[config.mk]
export PLATFORM = sky130hd
export DESIGN_NAME = pressure_gauge_two_point_calibration
export DESIGN_NICKNAME = d
export VERILOG_FILES = /design/src/rtl/pgc_pkg.sv /design/src/rtl/pgc_div.sv /design/src/rtl/pgc_dp.sv /design/src/rtl/pgc_ctrl.sv /design/src/rtl/pressure_gauge_two_point_calibration.sv
export VERILOG_INCLUDE_DIRS = /design/src /design/src/rtl
export SDC_FILE = /design/constraint.sdc
export NUM_CORES = 2
export LEC_CHECK = 0
export ABC_CLOCK_PERIOD_IN_PS = 22900
export BUFFER_PORTS_ARGS = -buffer_cell sky130_fd_sc_hd__buf_2
export CAP_MARGIN = 25
export CORE_MARGIN = 3
export CORE_UTILIZATION = 50
export DETAILED_ROUTE_END_ITERATION = 8
export GPL_TIMING_DRIVEN = 1
export PLACE_DENSITY = 0.74
export SYNTH_ARGS = -nofsm -noshare
export SYNTH_HDL_FRONTEND = slang
export SYNTH_HIERARCHICAL = 1
export SYNTH_SLANG_ARGS = --single-unit
[constraint.sdc]
create_clock -name clk -period 22.9 [get_ports clk]
set_input_delay 4.58 -clock clk [delete_from_list [all_inputs] [get_ports clk]]
set_output_delay 4.58 -clock clk [all_outputs]
set_load 0.1 [all_outputs]
[src/rtl/pressure_gauge_two_point_calibration_macros.svh]
// ----------------------------------------------------------------------------
// Pressure gauge assertion macros
// Shared concurrent assertion shorthands, clocked on clk, disabled in reset.
// ----------------------------------------------------------------------------
`ifndef PRESSURE_GAUGE_TWO_POINT_CALIBRATION_MACROS_SVH
`define PRESSURE_GAUGE_TWO_POINT_CALIBRATION_MACROS_SVH

// Same-cycle implication
`define PGC_ASSERT_IMP(lbl, cond, prop) \
  lbl: assert property (@(posedge clk) disable iff (!rst_n) (cond) |-> (prop)) \
    else $error("pgc assertion failed");

// Next-cycle implication
`define PGC_ASSERT_NXT(lbl, cond, prop) \
  lbl: assert property (@(posedge clk) disable iff (!rst_n) (cond) |=> (prop)) \
    else $error("pgc assertion failed");

`endif

[src/rtl/pgc_pkg.sv]
// ----------------------------------------------------------------------------
// pgc_pkg
// Constants, types and helpers shared by the pressure gauge modules.
// ----------------------------------------------------------------------------
`default_nettype none

package pgc_pkg;

  localparam int SAMPLES_PER_READING = 3;
  localparam int FULL_SCALE          = 600;
  localparam int LIMIT_TENTHS        = 10 * FULL_SCALE;
  localparam int CAL_K               = 1000 * (FULL_SCALE / 2) + 1;
  localparam int HALF_CODE           = 8388608;
  localparam int MV_BASE             = SAMPLES_PER_READING * HALF_CODE;
  localparam int LEVEL_STEP          = 1118481;
  localparam int FULL_MV             = 1280;

  localparam int SUM_W     = 27;
  localparam int DIFF_W    = 28;
  localparam int NUM_W     = 47;
  localparam int DEN_W     = 36;
  localparam int DIV_CNT_W = 6;

  typedef enum logic [2:0] {
    S_IDLE,
    S_EVAL,
    S_MUL,
    S_START,
    S_DIV,
    S_WRITE
  } pgc_state_t;

  // Controller to datapath
  typedef struct packed {
    logic load;
    logic eval;
    logic mul;
    logic div_start;
    logic write;
  } pgc_cmd_t;

  // Datapath to controller
  typedef struct packed {
    logic func;
    logic last;
    logic vmode;
    logic overload;
    logic div_busy;
    logic div_done;
    logic slot_free;
  } pgc_sts_t;

  // Display level: number of step thresholds at or below the code
  function automatic logic [3:0] level_of(input logic [23:0] raw);
    logic [3:0]  lvl;
    logic [24:0] thr;
    lvl = 4'd0;
    for (int k = 1; k < 16; k++) begin
      thr = 25'(k * LEVEL_STEP);
      if ({1'b0, raw} >= thr) begin
        lvl = lvl + 4'd1;
      end
    end
    return lvl;
  endfunction

endpackage

`default_nettype wire

[src/rtl/pgc_div.sv]
// ----------------------------------------------------------------------------
// pgc_div
// Sequential signed divider, one quotient bit per cycle, truncating toward 0.
// ----------------------------------------------------------------------------
`default_nettype none

module pgc_div
  import pgc_pkg::*;
(
  input  wire logic                    clk,
  input  wire logic                    rst_n,
  input  wire logic                    start,
  input  wire logic signed [NUM_W-1:0] num,
  input  wire logic signed [DEN_W-1:0] den,
  output logic                         busy,
  output logic                         done,
  output logic             [NUM_W-1:0] quot_mag,
  output logic                         quot_neg
);

  logic                 busy_r, busy_nxt;
  logic                 done_r, done_nxt;
  logic [DIV_CNT_W-1:0] cnt_r, cnt_nxt;
  logic [NUM_W-1:0]     quot_r, quot_nxt;
  logic [DEN_W-1:0]     rem_r, rem_nxt;
  logic [DEN_W-1:0]     den_r, den_nxt;
  logic                 neg_r, neg_nxt;
  logic [DEN_W:0]       shifted;
  logic [DEN_W:0]       trial;

  assign shifted = {rem_r, quot_r[NUM_W-1]};
  assign trial   = shifted - {1'b0, den_r};

  // Load magnitudes on start, then shift and subtract once per cycle
  always_comb begin
    busy_nxt = busy_r;
    done_nxt = 1'b0;
    cnt_nxt  = cnt_r;
    quot_nxt = quot_r;
    rem_nxt  = rem_r;
    den_nxt  = den_r;
    neg_nxt  = neg_r;
    if (start) begin
      busy_nxt = 1'b1;
      cnt_nxt  = DIV_CNT_W'(NUM_W);
      quot_nxt = num[NUM_W-1] ? NUM_W'(-num) : NUM_W'(num);
      den_nxt  = den[DEN_W-1] ? DEN_W'(-den) : DEN_W'(den);
      rem_nxt  = '0;
      neg_nxt  = num[NUM_W-1] ^ den[DEN_W-1];
    end else if (busy_r) begin
      if (!trial[DEN_W]) begin
        rem_nxt  = trial[DEN_W-1:0];
        quot_nxt = {quot_r[NUM_W-2:0], 1'b1};
      end else begin
        rem_nxt  = shifted[DEN_W-1:0];
        quot_nxt = {quot_r[NUM_W-2:0], 1'b0};
      end
      cnt_nxt = cnt_r - DIV_CNT_W'(1);
      if (cnt_r == DIV_CNT_W'(1)) begin
        busy_nxt = 1'b0;
        done_nxt = 1'b1;
      end
    end
  end

  always_ff @(posedge clk) begin
    if (!rst_n) begin
      busy_r <= 1'b0;
      done_r <= 1'b0;
      cnt_r  <= '0;
    end else begin
      busy_r <= busy_nxt;
      done_r <= done_nxt;
      cnt_r  <= cnt_nxt;
    end
    quot_r <= quot_nxt;
    rem_r  <= rem_nxt;
    den_r  <= den_nxt;
    neg_r  <= neg_nxt;
  end

  assign busy     = busy_r;
  assign done     = done_r;
  assign quot_mag = quot_r;
  assign quot_neg = neg_r;

endmodule

`default_nettype wire

[src/rtl/pgc_dp.sv]
// ----------------------------------------------------------------------------
// pgc_dp
// Datapath: sample accumulation, calibration points, scaling and result word.
// ----------------------------------------------------------------------------
`default_nettype none

module pgc_dp
  import pgc_pkg::*;
(
  input  wire logic        clk,
  input  wire logic        rst_n,
  input  wire pgc_cmd_t    cmd,
  output pgc_sts_t         sts,
  input  wire logic        in_tuser,   // func
  input  wire logic [31:0] in_tdata,   // raw_sample[23:0], upper_button, lower_button
  input  wire logic        cfg_valid,
  input  wire logic        cfg_data,   // voltage_mode
  output logic             out_tvalid,
  input  wire logic        out_tready,
  output logic             out_tuser,  // kind
  output logic [31:0]      out_tdata   // tenths, millivolts, overload, blank, brightness
);

  localparam logic signed [19:0] K_S    = 20'(CAL_K);
  localparam logic signed [7:0]  HUND_S = 8'sd100;
  // ceil(2^17 / 3): exact floor division by 3 for operands below 2^16
  localparam logic [16:0]        DIV3_RECIP = 17'd43691;

  // Item and configuration registers
  logic                    func_r, up_r, lo_r;
  logic [23:0]             raw_r;
  logic                    vmode_r;
  logic signed [SUM_W-1:0] sum_r, sum_nxt;
  logic [1:0]              cnt_r, cnt_nxt;
  logic signed [SUM_W-1:0] upper_r, upper_nxt, lower_r, lower_nxt, reading_r;
  logic                    up_lat_r, up_lat_nxt, lo_lat_r, lo_lat_nxt;
  logic                    ovl_r, ovl_nxt, blink_r, blink_nxt;
  logic [3:0]              lvl_r, lvl_nxt;
  logic signed [NUM_W-1:0] num_r;
  logic signed [DEN_W-1:0] den_r;
  logic                    span_zero_r, diff_pos_r;
  logic                    oval_r, oval_nxt, ouser_r;
  logic [31:0]             odata_r;
  logic [11:0]             mv_r;

  logic signed [SUM_W-1:0]  term, sum_new;
  logic signed [DIFF_W-1:0] diff, span, vdiff;
  logic signed [47:0]       pprod;
  logic signed [DEN_W-1:0]  sprod;
  logic                     last;

  logic [26:0] vmag;
  logic [28:0] vx5;
  logic [30:0] vthird;
  logic [11:0] mv_mag;

  logic             div_busy, div_done, div_neg;
  logic [NUM_W-1:0] div_mag;

  logic        over;
  logic [12:0] tenths;
  logic [11:0] mv;
  logic        blink_new;
  logic        ouser_nxt;
  logic [31:0] odata_nxt;

  assign last = (cnt_r == 2'(SAMPLES_PER_READING - 1));

  // Offset removal follows the mode at sample time
  assign term    = vmode_r ? SUM_W'(signed'({1'b0, raw_r}))
                           : SUM_W'(signed'({1'b0, raw_r})) - SUM_W'(HALF_CODE);
  assign sum_new = sum_r + term;

  // Accumulate, capture calibration points, update display level
  always_comb begin
    sum_nxt    = sum_r;
    cnt_nxt    = cnt_r;
    upper_nxt  = upper_r;
    lower_nxt  = lower_r;
    up_lat_nxt = up_lat_r;
    lo_lat_nxt = lo_lat_r;
    lvl_nxt    = lvl_r;
    if (cmd.eval) begin
      if (func_r) begin
        lvl_nxt = level_of(raw_r);
      end else if (last) begin
        sum_nxt = '0;
        cnt_nxt = '0;
        if (!vmode_r) begin
          if (up_r && !up_lat_r) begin
            upper_nxt  = sum_new;
            up_lat_nxt = 1'b1;
          end
          if (lo_r && !lo_lat_r) begin
            lower_nxt  = sum_new;
            lo_lat_nxt = 1'b1;
          end
          if (!up_r) up_lat_nxt = 1'b0;
          if (!lo_r) lo_lat_nxt = 1'b0;
        end
      end else begin
        sum_nxt = sum_new;
        cnt_nxt = cnt_r + 2'd1;
      end
    end
  end

  // Scale numerator and denominator
  assign diff  = DIFF_W'(reading_r) - DIFF_W'(lower_r);
  assign span  = DIFF_W'(upper_r) - DIFF_W'(lower_r);
  assign vdiff = DIFF_W'(reading_r) - DIFF_W'(MV_BASE);
  assign pprod = diff * K_S;
  assign sprod = span * HUND_S;

  // Millivolts: diff * 1280 / (3 * 2^23) = diff * 5 / 2^15 / 3, on the magnitude
  assign vmag   = vdiff[DIFF_W-1] ? 27'(-vdiff) : 27'(vdiff);
  assign vx5    = {vmag, 2'b00} + {2'b00, vmag};
  assign vthird = 31'(vx5[28:15]) * 31'(DIV3_RECIP);
  assign mv_mag = vthird[28:17];
  assign mv     = vdiff[DIFF_W-1] ? (~mv_mag + 12'd1) : mv_mag;

  pgc_div u_div (
    .clk      (clk),
    .rst_n    (rst_n),
    .start    (cmd.div_start),
    .num      (num_r),
    .den      (den_r),
    .busy     (div_busy),
    .done     (div_done),
    .quot_mag (div_mag),
    .quot_neg (div_neg)
  );

  // Clamp the calibrated value and flag overload
  always_comb begin
    if (span_zero_r) begin
      over   = diff_pos_r;
      tenths = diff_pos_r ? 13'(LIMIT_TENTHS) : 13'd0;
    end else if (div_neg) begin
      over   = 1'b0;
      tenths = 13'd0;
    end else begin
      over   = (div_mag >= NUM_W'(LIMIT_TENTHS));
      tenths = over ? 13'(LIMIT_TENTHS) : div_mag[12:0];
    end
  end

  assign blink_new = over ? ~blink_r : 1'b1;

  // Form the result word
  always_comb begin
    ovl_nxt   = ovl_r;
    blink_nxt = blink_r;
    ouser_nxt = 1'b0;
    odata_nxt = {1'b0, lvl_r, 1'b0, 1'b0, 12'd0, 13'd0};
    if (!func_r) begin
      ouser_nxt = 1'b1;
      if (vmode_r) begin
        odata_nxt = {1'b0, lvl_r, 1'b0, 1'b0, mv_r, 13'd0};
      end else begin
        ovl_nxt   = over;
        blink_nxt = blink_new;
        odata_nxt = {1'b0, over ? 4'hF : lvl_r, over & blink_new, over, 12'd0, tenths};
      end
    end
    if (!cmd.write) begin
      ovl_nxt   = ovl_r;
      blink_nxt = blink_r;
    end
  end

  assign oval_nxt = cmd.write ? 1'b1 : (oval_r && !out_tready);

  always_ff @(posedge clk) begin
    if (!rst_n) begin
      vmode_r  <= 1'b0;
      sum_r    <= '0;
      cnt_r    <= '0;
      upper_r  <= SUM_W'(1);
      lower_r  <= '0;
      up_lat_r <= 1'b0;
      lo_lat_r <= 1'b0;
      ovl_r    <= 1'b0;
      blink_r  <= 1'b1;
      lvl_r    <= '0;
      oval_r   <= 1'b0;
    end else begin
      if (cfg_valid) vmode_r <= cfg_data;
      sum_r    <= sum_nxt;
      cnt_r    <= cnt_nxt;
      upper_r  <= upper_nxt;
      lower_r  <= lower_nxt;
      up_lat_r <= up_lat_nxt;
      lo_lat_r <= lo_lat_nxt;
      ovl_r    <= ovl_nxt;
      blink_r  <= blink_nxt;
      lvl_r    <= lvl_nxt;
      oval_r   <= oval_nxt;
    end
    // Payload registers
    if (cmd.load) begin
      func_r <= in_tuser;
      raw_r  <= in_tdata[23:0];
      up_r   <= in_tdata[24];
      lo_r   <= in_tdata[25];
    end
    if (cmd.eval && !func_r && last) reading_r <= sum_new;
    if (cmd.mul) begin
      num_r       <= pprod[NUM_W-1:0];
      den_r       <= sprod;
      mv_r        <= mv;
      span_zero_r <= (span == '0);
      diff_pos_r  <= (diff > 28'sd0);
    end
    if (cmd.write) begin
      ouser_r <= ouser_nxt;
      odata_r <= odata_nxt;
    end
  end

  assign sts.func      = func_r;
  assign sts.last      = last;
  assign sts.vmode     = vmode_r;
  assign sts.overload  = ovl_r;
  assign sts.div_busy  = div_busy;
  assign sts.div_done  = div_done;
  assign sts.slot_free = !oval_r || out_tready;

  assign out_tvalid = oval_r;
  assign out_tuser  = ouser_r;
  assign out_tdata  = odata_r;

endmodule

`default_nettype wire

[src/rtl/pgc_ctrl.sv]
// ----------------------------------------------------------------------------
// pgc_ctrl
// Controller: sequences evaluate, scale, divide and result write per word.
// ----------------------------------------------------------------------------
`default_nettype none

module pgc_ctrl
  import pgc_pkg::*;
(
  input  wire logic     clk,
  input  wire logic     rst_n,
  input  wire logic     in_tvalid,
  output logic          in_tready,
  input  wire pgc_sts_t sts,
  output pgc_cmd_t      cmd
);

`include "pressure_gauge_two_point_calibration_macros.svh"

  pgc_state_t state_r, state_nxt;

  always_ff @(posedge clk) begin
    if (!rst_n) begin
      state_r <= S_IDLE;
    end else begin
      state_r <= state_nxt;
    end
  end

  // Next state and commands
  always_comb begin
    state_nxt = state_r;
    cmd       = '0;
    in_tready = 1'b0;
    unique case (state_r)
      S_IDLE: begin
        in_tready = 1'b1;
        if (in_tvalid) begin
          cmd.load  = 1'b1;
          state_nxt = S_EVAL;
        end
      end
      S_EVAL: begin
        cmd.eval = 1'b1;
        if (sts.func) begin
          state_nxt = sts.overload ? S_IDLE : S_WRITE;
        end else begin
          state_nxt = sts.last ? S_MUL : S_IDLE;
        end
      end
      S_MUL: begin
        // Voltage readings need no divider
        cmd.mul   = 1'b1;
        state_nxt = sts.vmode ? S_WRITE : S_START;
      end
      S_START: begin
        cmd.div_start = 1'b1;
        state_nxt     = S_DIV;
      end
      S_DIV: begin
        if (sts.div_done) state_nxt = S_WRITE;
      end
      S_WRITE: begin
        if (sts.slot_free) begin
          cmd.write = 1'b1;
          state_nxt = S_IDLE;
        end
      end
      default: state_nxt = S_IDLE;
    endcase
  end

  `PGC_ASSERT_IMP(a_div_only_waiting, sts.div_done, state_r == S_DIV)
  `PGC_ASSERT_IMP(a_div_running, state_r == S_DIV, sts.div_busy || sts.div_done)
  `PGC_ASSERT_NXT(a_bright_result, state_r == S_EVAL && sts.func && !sts.overload,
                  state_r == S_WRITE)
  `PGC_ASSERT_IMP(a_write_has_slot, cmd.write, sts.slot_free)

endmodule

`default_nettype wire

[src/rtl/pressure_gauge_two_point_calibration.sv]
// ----------------------------------------------------------------------------
// pressure_gauge_two_point_calibration
// Two-point calibrated pressure gauge with brightness control, top level.
// ----------------------------------------------------------------------------
// Usage:
//   in_*  : one word per converter sample; in_tuser is the channel (0
//           pressure, 1 brightness), in_tdata carries the code and buttons.
//   out_* : result words; out_tuser is the kind (0 brightness, 1 reading).
//   cfg_* : voltage_mode write, taken every cycle; write only while idle.
// Throughput: one word at a time. Non-final pressure words and brightness
//   words during overload pass evaluate only; other brightness words pass
//   evaluate and write; final voltage words pass evaluate, scale and write;
//   final pressure words pass evaluate, scale, start, the 47-step
//   shift-subtract divider and write.
// Reset (rst_n low, synchronous): calibration points become 1 and 0, sums,
//   latches, overload and level clear, blink phase is set, mode is pressure.
// Stall: a result waits in the output register while out_tready is low;
//   inputs keep flowing until the next result is ready to be written.
// ----------------------------------------------------------------------------
`default_nettype none

module pressure_gauge_two_point_calibration
  import pgc_pkg::*;
(
  input  wire logic        clk,
  input  wire logic        rst_n,
  input  wire logic        in_tvalid,
  output logic             in_tready,
  input  wire logic        in_tuser,   // func
  input  wire logic [31:0] in_tdata,   // raw_sample[23:0], upper_button, lower_button
  output logic             out_tvalid,
  input  wire logic        out_tready,
  output logic             out_tuser,  // kind
  output logic [31:0]      out_tdata,  // pressure_tenths[12:0], millivolts[24:13],
                                       // overload, blank, brightness[30:27]
  input  wire logic        cfg_valid,
  output logic             cfg_ready,
  input  wire logic        cfg_data    // voltage_mode
);

  pgc_cmd_t cmd;
  pgc_sts_t sts;

  assign cfg_ready = 1'b1;

  pgc_ctrl u_ctrl (
    .clk       (clk),
    .rst_n     (rst_n),
    .in_tvalid (in_tvalid),
    .in_tready (in_tready),
    .sts       (sts),
    .cmd       (cmd)
  );

  pgc_dp u_dp (
    .clk        (clk),
    .rst_n      (rst_n),
    .cmd        (cmd),
    .sts        (sts),
    .in_tuser   (in_tuser),
    .in_tdata   (in_tdata),
    .cfg_valid  (cfg_valid),
    .cfg_data   (cfg_data),
    .out_tvalid (out_tvalid),
    .out_tready (out_tready),
    .out_tuser  (out_tuser),
    .out_tdata  (out_tdata)
  );

endmodule

`default_nettype wire

## Yosys cells after proc, flatten, opt, wreduce, memory -nomap -nowiden

Index checks and enable logic that the tools add are counted.

- Bits in registers: 406
- Input port bits: 39
- Word-level logic and storage cells: 222

- $add $sub $neg: 27
- Multipliers: 3
- Order comparisons: 17
- Equality and inequality tests: 12
- Muxes and demuxes: 92
- Bitwise operators: 8
- Reduce and logical (&&, ||, !) cells: 26

Operators with widths:

| cell | number |
|---|---|
| >= comparator 24 bit (second input constant) | 8 |
| 2-to-1 mux 4 bit | 43 |
| 2-to-1 mux 47 bit | 3 |
| >= comparator 24 x 23 -> 1 bit (second input constant) | 4 |
| 2-to-1 mux 27 bit | 3 |
| 2-to-1 mux 31 bit | 2 |
| adder 4 x 1 -> 4 bit (second input constant) | 14 |
| subtractor 27 x 27 -> 28 bit | 2 |
| 2-to-1 mux 13 bit | 4 |
| >= comparator 24 x 22 -> 1 bit (second input constant) | 2 |
| >= comparator 47 x 13 -> 1 bit (second input constant) | 1 |
| multiplier 28 x 20 -> 47 bit (second input constant) | 1 |
| negation 47 bit | 1 |
| subtractor 37 x 36 -> 37 bit | 1 |
| 2-to-1 mux 36 bit | 1 |
| negation 36 bit | 1 |
| 2-to-1 mux 35 bit | 1 |
| multiplier 28 x 6 -> 34 bit (second input constant) | 1 |
| adder 29 x 27 -> 29 bit | 1 |
| multiplier 14 x 16 -> 29 bit (second input constant) | 1 |
| > comparator 28 x 1 -> 1 bit (second input constant) | 1 |
| zero test 28 bit | 1 |
| subtractor 27 x 26 -> 28 bit (second input constant) | 1 |
| adder 27 bit | 1 |
| other kinds (33) | 86 |

## Depth between registers and ports, before layout

- Depth in word-level cells: 58
- Mapped depth: 48

## Modules after synthesis

Netlist, hierarchy kept.

By module, submodules not included:

| module | times used | cells an instance | area an instance (µm²) | sequential area each (µm²) |
|---|---|---|---|---|
| pgc_dp | 1 | 3505 | 32722.6 | 7297.0 |
| pgc_div | 1 | 1006 | 9009.9 | 3403.3 |
| pgc_ctrl | 1 | 30 | 259.0 | 60.1 |
| pressure_gauge_two_point_calibration | 1 | 2 | 11.3 | 0.0 |

## Worst setup path before layout

No wires, ideal clock.

- Kind: register -> register
- Start point: register u_dp.reading_r[23]
- End point: register u_dp.mv_r[11] (data pin)
- Library setup time: 263 ps
- Arrival time: 10741 ps
- Data required time: 22637 ps
- Slack: 11896 ps
- Stages on the path, launching flop included: 47
- Buffers on the path: 3
- Path through: edfxtp_1 > ha_1 > clkbuf_1 > o21bai_2 > clkbuf_1 > clkbuf_1 > o21ai_0 > xnor2_1 > ha_1 > a21oi_1 > o31ai_1 > o311ai_0 > nand3_1 > a21boi_0 > o21ai_0 > a21o_1 > a21o_1 > a21o_1 > (+11 left out) > inv_1 > fa_1 > inv_1 > ha_1 > inv_1 > o21bai_1 > a21o_1 > a21o_1 > a21o_1 > a211o_1 > a2111o_1 > nand2_1 > a2bb2oi_1 > o311ai_1 > nand4_1 > or3b_2 > o41ai_2 > xnor2_1

- Cells in the longest elaborated chain, start to end: 8

RTL lines:

| what | RTL line | source |
|---|---|---|
| from (decl) | pgc_dp.sv:35 | `logic signed [SUM_W-1:0] upper_r, upper_nxt, lower_r, lower_nxt, reading_r;` |
| from (signal assigned) | pgc_dp.sv:207 | `if (cmd.eval && !func_r && last) reading_r <= sum_new;` |
| subtractor 27 x 26 -> 28 bit * | pgc_dp.sv:111 | `assign vdiff = DIFF_W'(reading_r) - DIFF_W'(MV_BASE);` |
| negation 27 bit | pgc_dp.sv:116 | `assign vmag = vdiff[DIFF_W-1] ? 27'(-vdiff) : 27'(vdiff);` |
| 2-to-1 mux 27 bit | pgc_dp.sv:116 |  |
| adder 29 x 27 -> 29 bit | pgc_dp.sv:117 | `assign vx5 = {vmag, 2'b00} + {2'b00, vmag};` |
| multiplier 14 x 16 -> 29 bit | pgc_dp.sv:118 | `assign vthird = 31'(vx5[28:15]) * 31'(DIV3_RECIP);` |
| inverter 12 bit | pgc_dp.sv:120 | `assign mv = vdiff[DIFF_W-1] ? (~mv_mag + 12'd1) : mv_mag;` |
| adder 12 x 1 -> 12 bit | pgc_dp.sv:120 |  |
| 2-to-1 mux 12 bit * | pgc_dp.sv:120 |  |
| via u_dp.mv[11] | pgc_dp.sv:62 | `logic [11:0] mv;` |
| to (signal assigned) | pgc_dp.sv:211 | `mv_r <= mv;` |
| to (decl) | pgc_dp.sv:44 | `logic [11:0] mv_r;` |

The timed path passes the listed nets; every way through them passes the cells marked *.
A chain may end at the register's enable or synchronous reset.

## Worst setup path after layout

Ends and elaborated chain as after synthesis.

==> metrics.txt <==
Root Driver clkbuf_16; initial antenna violation count 1; Hold Buf Count CTS 0; Hold WS approximately 450 ps; reg2reg end u_dp/mv_r[11]; placed insts about 5600; GRT overflow 0; post-synthesis average cell area 9.246 µm²; initial core utilization 0.5082; Worst Hold End u_dp/lower_r[16]; worst slew pin tran 1151 ps; R2R cell count between 40 and 50; Die H 295.8 µm; flop-to-flop setup slack 10970 ps; global-route wire length before repair between 150000 and 200000 µm; Syn-to-layout area delta 7.121%; worst vdd ir roughly 0.000064 V; WL met1 around 43000 µm; nets approximately 5400; # clock sinks ~400; post-route setup TNS 0 ps; RR Startpoint u_dp/reading_r[23]; post-layout util 0.5444; synth warn 6; leakage between 15 and 20 nW; Post-CTS Setup Bufs 0; hold depth 2; Core Area ~83000 µm²; routed length per instance between 15 and 20 µm; # port buffers 66; DRT Wirelength a little over 90000 µm; Hold WC Path Type reg -> reg; Worst Hold Launch u_dp/lower_r[16]; critical path's slowest cell fa_1; Vias around 32000; Via-to-Cell Ratio ~5.6; Die Area around 90000 µm²; CTS tree done; status complete, no violations; Setup-failing EPs final 0; CP Class reg -> reg; cell area after synthesis 42000 µm²; RSZ-0062 raised after global routing no; latest clock arrival within the worst-skew pair 600 ps; Antenna Cells 0; met2 WL post-DR 42920 µm; Fmax achieved 83.84 MHz; overall routing resource usage 0.2144; max incr delay on CP around 570 ps; Data required, critical path roughly 23000 ps; register area about 11000 µm²; DP HPWL 73140 µm; total of max-cap violations 0; max-slew violations 0; drt drc 0; final hold violation count 0; largest net degree at the start of global routing 91; Final min period about 12000 ps; Max clock buf depth 3; Crit. End Element flip-flop; crit-path max FO 24; Post-Synthesis Cells 4542; area occupied by multi-input gates ~28000 µm²; DIE WIDTH ~300 µm; CTS buffer count 47; final cycle utilization of the critical path 0.5208; Rel. slew slack 0.2330; initial DRC count 1861; Post-Layout Cell Count about 5700; H-tree levels 2; routability cong. roughly 0.91; filler cell count a little over 7000; vias in the first global route 31000; DRT antenna net count 0; Resize count post-CTS 0; DR top layer met4; crit path DAT approximately 12000 ps; met3 wire len between 4000 and 5000 µm; startpoint types flip-flop; PD cells ~55 nW/µm²; Power Total about 2.5 mW; share of cells above drive strength 1 0.05684; DRT Pass-1 Iters 6; most used cell, CP a21o_1; number of placement rows between 100 and 150; Clock transition at path regs ~60 ps; I/O pin count between 70 and 80; clock skew 29.16 ps
power breakdown:
group	switching [mW]	total (mW)	internal, mW
Sequential	0.0310	0.855	0.824
Combinational	0.510	0.897	0.387
Clock	0.305	0.734	0.429
through the flow:
stage                     worst slack, ps  instance area (µm²)
after floorplan                     11900                42010
after global placement              11190                43360
after CTS                           11050                44930
after detailed placement            11110                43400
final                               10970                44990
after global routing                10250                44990
flip-flops by register name, indices dropped and copies added (netlist names), 2 cells and up:
| name | cells |
|---|---|
| u_ctrl/state_r | 3 |
| u_dp/cnt_r | 2 |
| u_dp/den_r | 34 |
| u_dp/lower_r | 27 |
| u_dp/lvl_r | 4 |
| u_dp/mv_r | 12 |
| u_dp/num_r | 47 |
| u_dp/out_tdata | 31 |
| u_dp/raw_r | 24 |
| u_dp/reading_r | 27 |
| u_dp/sum_r | 27 |
| u_dp/u_div/cnt_r | 6 |
| u_dp/u_div/den_r | 36 |
| u_dp/u_div/quot_mag | 47 |
| u_dp/u_div/rem_r | 36 |
| u_dp/upper_r | 27 |
placed cells by master (no fill, tap or decap), types with 42 or more instances in the layout:
| cell type | count |
|---|---|
| edfxtp_1 | 265 |
| buf_2 | 66 |
| a211oi_1 | 52 |
| ha_1 | 548 |
| inv_1 | 625 |
| fa_1 | 271 |
| a21o_1 | 74 |
| nor2_1 | 290 |
| a21oi_1 | 287 |
| nor2b_1 | 46 |
| dfxtp_1 | 139 |
| a31oi_1 | 42 |
| o21ai_0 | 162 |
| nand4_1 | 49 |
| nor3_1 | 67 |
| nand2_1 | 323 |
| nand3_1 | 74 |
| clkbuf_16 | 48 |
| nand2b_1 | 49 |
| xor2_1 | 140 |
| xnor2_1 | 225 |
metal layers:
layer  track usage  vias up
li1              -    15830
met1        0.2929    14900
met2        0.3602      677
met3       0.02314      151
met4       0.06395        0
met5             0        -
worst max-delay path: cells and delay by family (launching register included):
| family | cells | cell delay [ps] |
|---|---|---|
| AO/OA/AOI/OAI | 21 | 5360 |
| XOR/XNOR | 2 | 300 |
| adder cells (fa/ha/maj) | 9 | 3810 |
| buffers and inverters | 5 | 290 |
| flip-flops | 1 | 490 |
| AND/OR/NAND/NOR | 6 | 1380 |
cell type report:
cell class,count,area share
clock inverter,29,0.006870
sequential,405,0.2392
inverter,629,0.05251
multi-input combinational,3363,0.6288
timing repair buffer,110,0.01569
clock buffer,56,0.02712
tap,1070,0.02976
worst max-delay path by stage:
stage,from,end,slack (ps)
floorplan,u_dp/reading_r[23],u_dp/mv_r[11],11900
global placement,u_dp/reading_r[23],u_dp/mv_r[11],11190
detailed placement,u_dp/reading_r[23],u_dp/mv_r[11],11110
CTS,u_dp/reading_r[23],u_dp/mv_r[11],11050
global route,u_dp/reading_r[23],u_dp/mv_r[11],10250
finish,u_dp/reading_r[23],u_dp/mv_r[11],10970
Note: power is estimated with default switching activity, not from simulation.
